$ cat config.mk
export PLATFORM = sky130hd
export DESIGN_NAME = cascaded_shelf_biquad_filter
export DESIGN_NICKNAME = d
export VERILOG_FILES = /design/src/hw/rtl/csbf_pkg.sv /design/src/hw/rtl/cascaded_shelf_biquad_filter.sv
export SDC_FILE = /design/constraint.sdc
export NUM_CORES = 2
export LEC_CHECK = 0
export ABC_AREA = 0
export BUFFER_PORTS_ARGS = -buffer_cell sky130_fd_sc_hd__buf_2
export CAP_MARGIN = 20
export CORE_ASPECT_RATIO = 0.6
export CORE_MARGIN = 8
export CORE_UTILIZATION = 60
export CTS_CLUSTER_DIAMETER = 50
export DETAILED_ROUTE_END_ITERATION = 12
export GPL_ROUTABILITY_DRIVEN = 0
export PLACE_DENSITY = 0.78
export SLEW_MARGIN = 5
export SYNTH_ARGS = -nofsm -noshare
export SYNTH_HDL_FRONTEND = slang
export SYNTH_SLANG_ARGS = --single-unit
$ cat constraint.sdc
create_clock -name clk_i -period 12.22 [get_ports clk_i]
set_input_delay 2.444 -clock clk_i [delete_from_list [all_inputs] [get_ports clk_i]]
set_output_delay 2.444 -clock clk_i [all_outputs]
set_load 0.02 [all_outputs]
$ cat src/hw/rtl/csbf_pkg.sv
// shared types and constants of the cascaded shelf biquad filter
// used by the top level and the testbench

package csbf_pkg;

  localparam int CFG_IDX_W = 3;
  localparam int GAIN_BITS = 18;
  localparam int GAIN_FRAC = 17;
  localparam logic [GAIN_BITS-1:0] GAIN_UNITY = 18'd131072;

  typedef enum logic [CFG_IDX_W-1:0] {
    REG_BYPASS      = 3'd0,
    REG_LOW_NUM     = 3'd1,
    REG_LOW_DEN     = 3'd2,
    REG_HIGH_NUM    = 3'd3,
    REG_HIGH_DEN    = 3'd4,
    REG_OUTPUT_GAIN = 3'd5
  } csbf_reg_e;

  typedef enum logic [3:0] {
    ST_IDLE,
    ST_B0,
    ST_B1,
    ST_A1,
    ST_B2,
    ST_A2,
    ST_FIN,
    ST_GAIN,
    ST_OUT
  } csbf_state_e;

endpackage

$ cat src/hw/rtl/cascaded_shelf_biquad_filter.sv
// two cascaded shelf biquads (low, then high) with output gain, on one shared multiplier
// depends on csbf_pkg
// filtering: a new item is taken only after the last result enters the output register,
//   with the single multiplier doing five products per section plus one for the gain
// bypass: the sample is loaded unchanged into the output register, one item at a time
// reset: bypass on, coefficients zero, unity gain, all state words zero, no result pending

module cascaded_shelf_biquad_filter #(
  parameter int SAMPLE_WIDTH = 24,
  parameter int COEF_WIDTH   = 20,
  parameter int STATE_WIDTH  = 40
) (
  input  logic                              clk_i,
  input  logic                              rst_ni,
  input  logic                              cfg_valid_i,
  output logic                              cfg_ready_o,
  input  logic [csbf_pkg::CFG_IDX_W-1:0]    cfg_index_i,
  input  logic [3*COEF_WIDTH-1:0]           cfg_data_i,
  input  logic                              in_valid_i,
  output logic                              in_stall_o,
  input  logic signed [SAMPLE_WIDTH-1:0]    sample_in_i,
  output logic                              out_valid_o,
  input  logic                              out_stall_i,
  output logic signed [SAMPLE_WIDTH-1:0]    sample_out_o,
  output logic                              overflow_reset_o
);

  localparam int SW  = SAMPLE_WIDTH;
  localparam int CW  = COEF_WIDTH;
  localparam int STW = STATE_WIDTH;
  localparam int SAF = SW - 1;
  localparam int CF  = CW - 3;
  localparam int SF  = STW - 9;
  localparam int PF  = SAF + CF;

  // product to state alignment
  localparam int RS1 = (PF > SF) ? PF - SF : 0;
  localparam int LS1 = (SF > PF) ? SF - PF : 0;
  localparam int H1  = (RS1 > 0) ? RS1 - 1 : 0;
  // state to sample alignment
  localparam int RS2 = (SF > SAF) ? SF - SAF : 0;
  localparam int LS2 = (SAF > SF) ? SAF - SF : 0;
  localparam int H2  = (RS2 > 0) ? RS2 - 1 : 0;

  // growth of the section output through both sections
  localparam int A1W = SW + CW + 1 - RS1 + LS1;
  localparam int Y1W = ((A1W > STW) ? A1W : STW) + 1;
  localparam int YW1 = Y1W + 1 - RS2 + LS2;
  localparam int A2W = YW1 + CW + 1 - RS1 + LS1;
  localparam int Y2W = ((A2W > STW) ? A2W : STW) + 1;
  localparam int DW  = Y2W + 1 - RS2 + LS2;

  localparam int KW  = (CW > csbf_pkg::GAIN_BITS) ? CW : csbf_pkg::GAIN_BITS + 1;
  localparam int PW  = KW + DW;
  localparam int EW  = PW + 1;
  localparam int TW1 = EW + 1;
  localparam int AW  = TW1 - RS1 + LS1;
  localparam int NW  = ((AW > STW) ? AW : STW) + 1;
  localparam int GW  = PW + 1;
  localparam int GF  = csbf_pkg::GAIN_FRAC;

  localparam logic signed [TW1-1:0] HALF1 = TW1'(RS1 > 0) << H1;
  localparam logic signed [NW:0]    HALF2 = (NW + 1)'(RS2 > 0) << H2;
  localparam logic signed [GW-1:0]  HALFG = GW'(1) << (GF - 1);

  csbf_pkg::csbf_state_e state_q, state_d;

  logic                          bypass_q;
  logic [3*CW-1:0]               lnum_q, hnum_q;
  logic [2*CW-1:0]               lden_q, hden_q;
  logic [csbf_pkg::GAIN_BITS-1:0] gain_q;

  logic signed [STW-1:0] s1_q [2];
  logic signed [STW-1:0] s2_q [2];

  logic                  stage_q;
  logic                  ok_q;
  logic                  out_valid_q;
  logic signed [SW-1:0]  out_sample_q;
  logic                  out_ovf_q;

  logic signed [DW-1:0]  x_q, ys_q;
  logic signed [PW-1:0]  prod_q, acc_q;
  logic signed [NW-1:0]  n1_q;

  logic [3*CW-1:0]       num_w;
  logic [2*CW-1:0]       den_w;
  logic signed [KW-1:0]  coef_op;
  logic signed [DW-1:0]  data_op;
  logic signed [PW-1:0]  mul_w;
  logic signed [EW-1:0]  al_in;
  logic signed [STW-1:0] addend;
  logic signed [TW1-1:0] t1_w;
  logic signed [AW-1:0]  al1_w;
  logic signed [NW-1:0]  sum_w;
  logic signed [NW:0]    t2_w;
  logic signed [DW-1:0]  ys_w;
  logic signed [GW-1:0]  gt_w;
  logic                  fits_sum, fits_n1, gain_ovf;
  logic                  in_accept, out_load, res_ovf, cfg_we, bypass_flip;
  logic signed [SW-1:0]  res_sample;

  assign cfg_ready_o = 1'b1;
  assign cfg_we      = cfg_valid_i & cfg_ready_o;
  assign bypass_flip = cfg_we && (cfg_index_i == csbf_pkg::REG_BYPASS) &&
                       (cfg_data_i[0] != bypass_q);

  assign in_stall_o  = (state_q != csbf_pkg::ST_IDLE);
  assign in_accept   = in_valid_i & ~in_stall_o;

  assign num_w = stage_q ? hnum_q : lnum_q;
  assign den_w = stage_q ? hden_q : lden_q;

  // next state
  always_comb begin
    state_d = state_q;
    unique case (state_q)
      csbf_pkg::ST_IDLE: begin
        if (in_valid_i) state_d = bypass_q ? csbf_pkg::ST_OUT : csbf_pkg::ST_B0;
      end
      csbf_pkg::ST_B0:   state_d = csbf_pkg::ST_B1;
      csbf_pkg::ST_B1:   state_d = csbf_pkg::ST_A1;
      csbf_pkg::ST_A1:   state_d = csbf_pkg::ST_B2;
      csbf_pkg::ST_B2:   state_d = csbf_pkg::ST_A2;
      csbf_pkg::ST_A2:   state_d = csbf_pkg::ST_FIN;
      csbf_pkg::ST_FIN:  state_d = stage_q ? csbf_pkg::ST_GAIN : csbf_pkg::ST_B0;
      csbf_pkg::ST_GAIN: state_d = csbf_pkg::ST_OUT;
      csbf_pkg::ST_OUT: begin
        if (out_load) state_d = csbf_pkg::ST_IDLE;
      end
      default:           state_d = csbf_pkg::ST_IDLE;
    endcase
  end

  // operand selection per step
  always_comb begin
    coef_op = '0;
    data_op = x_q;
    al_in   = EW'(acc_q) - EW'(prod_q);
    addend  = '0;
    unique case (state_q)
      csbf_pkg::ST_B0: coef_op = KW'(signed'(num_w[CW-1:0]));
      csbf_pkg::ST_B1: begin
        coef_op = KW'(signed'(num_w[2*CW-1:CW]));
        al_in   = EW'(prod_q);
        addend  = s1_q[stage_q];
      end
      csbf_pkg::ST_A1: begin
        coef_op = KW'(signed'(den_w[CW-1:0]));
        data_op = ys_q;
      end
      csbf_pkg::ST_B2: begin
        coef_op = KW'(signed'(num_w[3*CW-1:2*CW]));
        addend  = s2_q[stage_q];
      end
      csbf_pkg::ST_A2: begin
        coef_op = KW'(signed'(den_w[2*CW-1:CW]));
        data_op = ys_q;
      end
      csbf_pkg::ST_GAIN: coef_op = KW'(signed'({1'b0, gain_q}));
      default: ;
    endcase
  end

  assign out_load = (state_q == csbf_pkg::ST_OUT) && (!out_valid_q || !out_stall_i);

  // shared multiplier and alignment adders
  assign mul_w  = coef_op * data_op;
  assign t1_w   = TW1'(al_in) + HALF1;
  assign al1_w  = AW'(t1_w >>> RS1) <<< LS1;
  assign sum_w  = NW'(al1_w) + NW'(addend);
  assign t2_w   = (NW + 1)'(sum_w) + HALF2;
  assign ys_w   = DW'(t2_w >>> RS2) <<< LS2;
  assign gt_w   = GW'(prod_q) + HALFG;

  assign fits_sum = (&sum_w[NW-1:STW-1]) | ~(|sum_w[NW-1:STW-1]);
  assign fits_n1  = (&n1_q[NW-1:STW-1])  | ~(|n1_q[NW-1:STW-1]);
  assign gain_ovf = ~((&gt_w[GW-1:SW+GF-1]) | ~(|gt_w[GW-1:SW+GF-1]));

  assign res_ovf    = ~bypass_q & (~ok_q | gain_ovf);
  assign res_sample = bypass_q ? x_q[SW-1:0] : (res_ovf ? '0 : gt_w[SW+GF-1:GF]);

  // configuration registers
  always_ff @(posedge clk_i or negedge rst_ni) begin
    if (!rst_ni) begin
      bypass_q <= 1'b1;
      lnum_q   <= '0;
      lden_q   <= '0;
      hnum_q   <= '0;
      hden_q   <= '0;
      gain_q   <= csbf_pkg::GAIN_UNITY;
    end else if (cfg_we) begin
      unique case (cfg_index_i)
        csbf_pkg::REG_BYPASS:      bypass_q <= cfg_data_i[0];
        csbf_pkg::REG_LOW_NUM:     lnum_q   <= cfg_data_i;
        csbf_pkg::REG_LOW_DEN:     lden_q   <= cfg_data_i[2*CW-1:0];
        csbf_pkg::REG_HIGH_NUM:    hnum_q   <= cfg_data_i;
        csbf_pkg::REG_HIGH_DEN:    hden_q   <= cfg_data_i[2*CW-1:0];
        csbf_pkg::REG_OUTPUT_GAIN: gain_q   <= cfg_data_i[csbf_pkg::GAIN_BITS-1:0];
        default: ;
      endcase
    end
  end

  // filter state words
  always_ff @(posedge clk_i or negedge rst_ni) begin
    if (!rst_ni) begin
      s1_q <= '{default: '0};
      s2_q <= '{default: '0};
    end else if (bypass_flip || (out_load && res_ovf)) begin
      s1_q <= '{default: '0};
      s2_q <= '{default: '0};
    end else if (state_q == csbf_pkg::ST_FIN) begin
      s1_q[stage_q] <= n1_q[STW-1:0];
      s2_q[stage_q] <= sum_w[STW-1:0];
    end
  end

  // sequencer control
  always_ff @(posedge clk_i or negedge rst_ni) begin
    if (!rst_ni) begin
      state_q     <= csbf_pkg::ST_IDLE;
      stage_q     <= 1'b0;
      ok_q        <= 1'b1;
      out_valid_q <= 1'b0;
    end else begin
      state_q <= state_d;
      if (in_accept) begin
        stage_q <= 1'b0;
        ok_q    <= 1'b1;
      end else if (state_q == csbf_pkg::ST_FIN) begin
        stage_q <= 1'b1;
        ok_q    <= ok_q & fits_n1 & fits_sum;
      end
      if (out_load) begin
        out_valid_q <= 1'b1;
      end else if (!out_stall_i) begin
        out_valid_q <= 1'b0;
      end
    end
  end

  // datapath
  always_ff @(posedge clk_i) begin
    // gain product is held while the result waits for the output register
    if (state_q != csbf_pkg::ST_OUT) prod_q <= mul_w;
    if (in_accept) x_q <= DW'(sample_in_i);
    unique case (state_q)
      csbf_pkg::ST_B1:  ys_q  <= ys_w;
      csbf_pkg::ST_A1:  acc_q <= prod_q;
      csbf_pkg::ST_B2:  n1_q  <= sum_w;
      csbf_pkg::ST_A2:  acc_q <= prod_q;
      csbf_pkg::ST_FIN: x_q   <= ys_q;
      default: ;
    endcase
    if (out_load) begin
      out_sample_q <= res_sample;
      out_ovf_q    <= res_ovf;
    end
  end

  assign out_valid_o      = out_valid_q;
  assign sample_out_o     = out_sample_q;
  assign overflow_reset_o = out_ovf_q;

endmodule

Word-level counts from Yosys, hierarchy flattened
Cells that the tools add are included.
{ "word_totals": {"regBits": 665, "in_bits": 92, "out_inout_bits": 28} }
{ "classes": {"addsub": 5, "magnitude_cmp": 2, "mul": 1, "bitwise": 16, "n_reduce_logical": 28, "n_mux": 35, "eq_ne": 18} }
{ "ops": {"columns": ["cell", "count"], "rows": [
  ["40-bit 2-to-1 mux", 11],
  ["80-bit 2-to-1 mux", 4],
  ["80-bit bitwise mux", 2],
  ["20-bit case mux with 6 select lines", 1],
  ["40-bit case mux with 2 select lines", 1],
  ["61-bit by 10-bit adder with 62-bit output, second input constant", 1],
  ["60-bit by 18-bit adder with 61-bit output, second input constant", 1],
  ["61-bit 2-to-1 mux", 1],
  ["60-bit by 60-bit subtractor with 61-bit output", 1],
  ["20-bit by 40-bit multiplier with 60-bit output", 1],
  ["60-bit 2-to-1 mux", 1],
  ["53-bit by 40-bit adder with 54-bit output", 1],
  ["48-bit by 9-bit adder with 48-bit output, second input constant", 1],
  ["24-bit 2-to-1 mux", 2],
  ["40-bit demux with 1-bit select", 1],
  ["4-bit case mux with 9 select lines", 1],
  ["15-bit AND reduction", 2],
  ["15-bit OR reduction", 2],
  ["21-bit AND reduction", 1],
  ["21-bit OR reduction", 1],
  ["4-bit by 3-bit equality test with 1-bit output, second input constant", 4],
  ["2-bit AND reduction", 7],
  ["4-bit 2-to-1 mux", 3],
  ["4-bit by 2-bit equality test with 1-bit output, second input constant", 2],
  ["other kinds (25)", 52]
]} }

Longest topological paths before layout
{ "depth": {"depth_word": 12, "ltp_mapped": 42, "depth_no_buf": 35} }

Worst setup path before layout
OpenSTA, ideal clock, no wires.
{ "synth_path": {"path_kind": "reg-to-reg", "from": "reg state_q[3]", "to": "reg prod_q[54], data pin", "slack_ns": 1.401, "synth_period_minus_slack_ns": 10.819, "path_buffers": 3, "arrival_time_ns": 10.553, "setup_time_ns": 0.266, "path_stages_with_launch": 33, "path_cell_list": "dfrtp_1 nor2_1 and3_1 clkbuf_1 clkbuf_1 nor2_1 inv_2 buf_1 mux2i_1 nor2_1 fa_1 fa_1 fa_1 fa_1 fa_1 fa_1 inv_1 fa_1 inv_1 ha_1 a21o_1 a21o_1 a2111oi_0 o31a_1 o21ai_0 a31oi_1 o41ai_1 a21oi_1 o21ai_0 a221oi_1 o21a_1 o21bai_1 xor2_1"} }
{ "synth_via": {"elab_chain_cells": 4} }
{ "synth_lines": {"columns": ["item", "line", "source"], "rows": [
  ["start, declared", "cascaded_shelf_biquad_filter.sv:66", "csbf_pkg::csbf_state_e state_q, state_d;"],
  ["start signal, assigned", "cascaded_shelf_biquad_filter.sv:222", "state_q <= csbf_pkg::ST_IDLE;"],
  ["start signal, assigned", "cascaded_shelf_biquad_filter.sv:227", "state_q <= state_d;"],
  ["4-bit by 3-bit equality test with 1-bit output / 4-bit by 2-bit equality test with 1-bit output (equally long branches)", "cascaded_shelf_biquad_filter.sv:141", "unique case (state_q)"],
  ["2-bit OR reduction (no line)", null, null],
  ["40-bit 2-to-1 mux", "cascaded_shelf_biquad_filter.sv:141", null],
  ["20-bit by 40-bit multiplier with 60-bit output (*)", "cascaded_shelf_biquad_filter.sv:168", "assign mul_w = coef_op * data_op;"],
  ["net mul_w[54]", "cascaded_shelf_biquad_filter.sv:90", "logic signed [PW-1:0] mul_w;"],
  ["end signal, assigned", "cascaded_shelf_biquad_filter.sv:246", "if (state_q != csbf_pkg::ST_OUT) prod_q <= mul_w;"],
  ["end, declared", "cascaded_shelf_biquad_filter.sv:83", "logic signed [PW-1:0] prod_q, acc_q;"]
]} }
The timed path passes the listed nets; every way through them passes the cells marked *.
A chain may end at the register's enable or synchronous reset.

Worst setup path after layout
{ "layout_path": {"from": "reg stage_q", "to": "reg prod_q[54], data pin"} }
{ "layout_via": {"elab_chain_cells": 3} }
{ "layout_lines": {"columns": ["item", "line", "source"], "rows": [
  ["start, declared", "cascaded_shelf_biquad_filter.sv:76", "logic stage_q;"],
  ["start signal, assigned", "cascaded_shelf_biquad_filter.sv:223", "stage_q <= 1'b0;"],
  ["start signal, assigned", "cascaded_shelf_biquad_filter.sv:229", "stage_q <= 1'b0;"],
  ["start signal, assigned", "cascaded_shelf_biquad_filter.sv:232", "stage_q <= 1'b1;"],
  ["40-bit 2-to-1 mux / 60-bit 2-to-1 mux (equally long branches)", "cascaded_shelf_biquad_filter.sv:112, cascaded_shelf_biquad_filter.sv:111", null],
  ["20-bit case mux with 6 select lines (*)", "cascaded_shelf_biquad_filter.sv:141", null],
  ["20-bit by 40-bit multiplier with 60-bit output (*)", "cascaded_shelf_biquad_filter.sv:168", null],
  ["net mul_w[54]", "cascaded_shelf_biquad_filter.sv:90", null]
]} }
Marked as above.

==> run metrics <==
outcome finished clean; H-Tree Depth 2; first-pass GRT wire length approximately 300 mm; Initial Util between 60% and 70%; Post-Syn Instances roughly 6800; root buffer cell clkbuf_16; Setup Fix Bufs, Post-CTS 0; Most used DFF post-synth dfrtp_1; FF+latch count, synth roughly 670; area of the multi-input gates between 0.04 and 0.05 mm^2; hold path endpoint acc_q[1]; Tcrit/Tclk final between 90% and 100%; critical hold path startpoint prod_q[1]; Routed wire per std cell 23.3 um; final instance area slightly below 0.07 mm^2; utilization after layout 64.1%; Hold Path Depth 0; filler cell count in the final layout approximately 8500; Slew @ Worst Pin approximately 1.2 ns; Port Buffers between 100 and 150; Mapped Area between 0.06 and 0.07 mm^2; WL final approximately 190 mm; Clk Latency, worst-skew pair 0.69 ns; Setup crit end kind register; Yosys cell types 120; Via density between 6 and 7; largest net degree at the start of global routing between 150 and 200; DRC Markers 0; Starting DRT DRC Count 6787; Critical Path Max Stage Delay between 1 and 1.5 ns; post-synthesis async set-or-reset flop share approximately three fifths; count of non-filler cells in the finished layout about 8200; max_cap viols 0; number of synthesized flops with an enable pin about 280; worst setup path class register to register; placed cell area 0.0668 mm^2; TritonCTS clock tree built; gr ovfl total 0; Max-slew headroom around 23%; clk slew on worst S/H paths roughly 0.07 ns; CP Launch Type register; Chip Height roughly 270 um; Slowest-stage cell, CP dfrtp_4; clock tree buffer depth 3; Buf/Inv on CP 3; TritonRoute pass-1 iters 9; DRT antenna net count 0; Clock Skews roughly 0.034 ns; CTS Hold Buffers Added 0; initial antenna violation count 10; Fmax achieved just under 0.09 GHz; total CTS buffers 59; CP Data Required Time 12.64 ns; Total GRT Usage approximately a third; syn_area_per_cell 9.52 um^2; chip width roughly 440 um; vias in the first global route 51200; Synth Warn # 0; post-synthesis sequential area ratio roughly 28%; CP most frequent cell fa_1; Max Fanout on Critical Path between 60 and 70; endpoints failing hold 0; WP data arrival around 12 ns; # resized after CTS 0; fin nets between 7000 and 8000; Area Overhead vs Synth 6.01%; Final setup viols 0; site row count slightly above 90; TNS Setup 0 ns; Reg2Reg Depth 28; clk sinks roughly 670; post-DP HPWL approximately 150 mm; FF+latch area approximately 0.018 mm^2; layout cell share with drive strength beyond 1 between 10% and 20%; fin crit period 11.57 ns; die area between 0.1 and 0.15 mm^2; unrepaired setup endpoints after global routing no; r2r endpoint prod_q[54]; placed insts 8120; Reg-to-Reg Start stage_q; flop2flop setup slack approximately 0.65 ns; delay-heaviest family, CP compound AO/OA/AOI/OAI gates; Syn Nets 7945; via count 51400; Hold Path Class register to register; I/O Pins 120; Max Slew Vio Count 0; core area approximately 0.11 mm^2
[synthesized netlist by cell type (all sizes together) (43+ instances only)]
library cell	number	area (um^2)
o22ai	68	425
mux2	269	3030
nor2	497	1890
nand2	1114	4190
xor2	77	704
mux2i	180	1800
clkbuf	264	991
a21oi	363	1830
a21o	89	668
nand4	67	444
nand3	86	440
inv	983	3690
ha	262	3280
and3	43	275
and2	51	322
o21ai	119	603
nor3	70	387
fa	781	15600
buf	56	335
edfxtp	279	8380
a31oi	43	275
dfrtp	383	9580
xnor2	172	1540
[layout by cell type (no fill, tap or decap), types with 63 or more instances in the layout]
cell and count:
dfrtp_1 382, inv_1 980, mux2_2 269, ha_1 262
nand4_1 63, o22ai_1 68, xor2_1 73, buf_4 85
nand2_1 1108, xnor2_1 167, a21oi_1 359, buf_2 117
o21ai_0 97, nand3_1 84, nor2_1 490, edfxtp_1 279
mux2i_1 180, a21o_1 89, fa_1 781
[routing by layer]
| layer | up-vias | track usage, % | wire [um] |
|---|---|---|---|
| met5 | - | 0 | 68 |
| met4 | 10 | 9.56 | 7110 |
| met3 | 461 | 11.9 | 28500 |
| met2 | 3332 | 45.1 | 79800 |
| met1 | 25400 | 45.4 | 76300 |
| li1 | 22300 | - | - |
[state kept, by name, summed over array words and instances, names as in the netlist, 54 cells and up]
signal	flops
hnum_q	60
lnum_q	60
n1_q	54
acc_q	60
s2_q	80
prod_q	60
s1_q	80
[final cells by class]
cell class,count,area share [%]
multi-input cells,4842,61.0
inverters,983,5.37
diodes,2,0.00728
clock inverters,36,0.437
well taps,1425,2.59
flip-flops and latches,665,26.2
repair buffers,209,1.96
clock buffers,76,2.34
[stage by stage]
stage | hold WS (ns) | setup WS, ns
after global placement | 0.438 | 1.10
after floorplan | 0.424 | 1.40
final | 0.456 | 0.651
after CTS | 0.457 | 0.965
after detailed placement | 0.436 | 0.991
after global routing | 0.471 | 0.205
[how the worst max path moves through the flow]
stage,start,endpoint,cells past startpoint
final,stage_q,prod_q[54],28
after global routing,state_q[0],prod_q[54],28
after CTS,state_q[0],prod_q[54],29
after detailed placement,state_q[0],prod_q[54],29
after global placement,state_q[0],prod_q[54],29
after floorplan,state_q[3],prod_q[54],32
[cell families after synthesis]
group                      share of synthesized area, %
AOI/OAI and AO/OA                                  10.2
xor gates and xnor gates                           3.47
adders and majority gates                          29.2
buffers and inverters                              7.73
DFF                                                27.8
muxes                                              7.45
other                                           0.00578
and+or+nand+nor                                    14.2
Power is left out: the tool's default activity adds up to more than one toggle a clock period on the data nets, which glitch-free logic cannot reach.
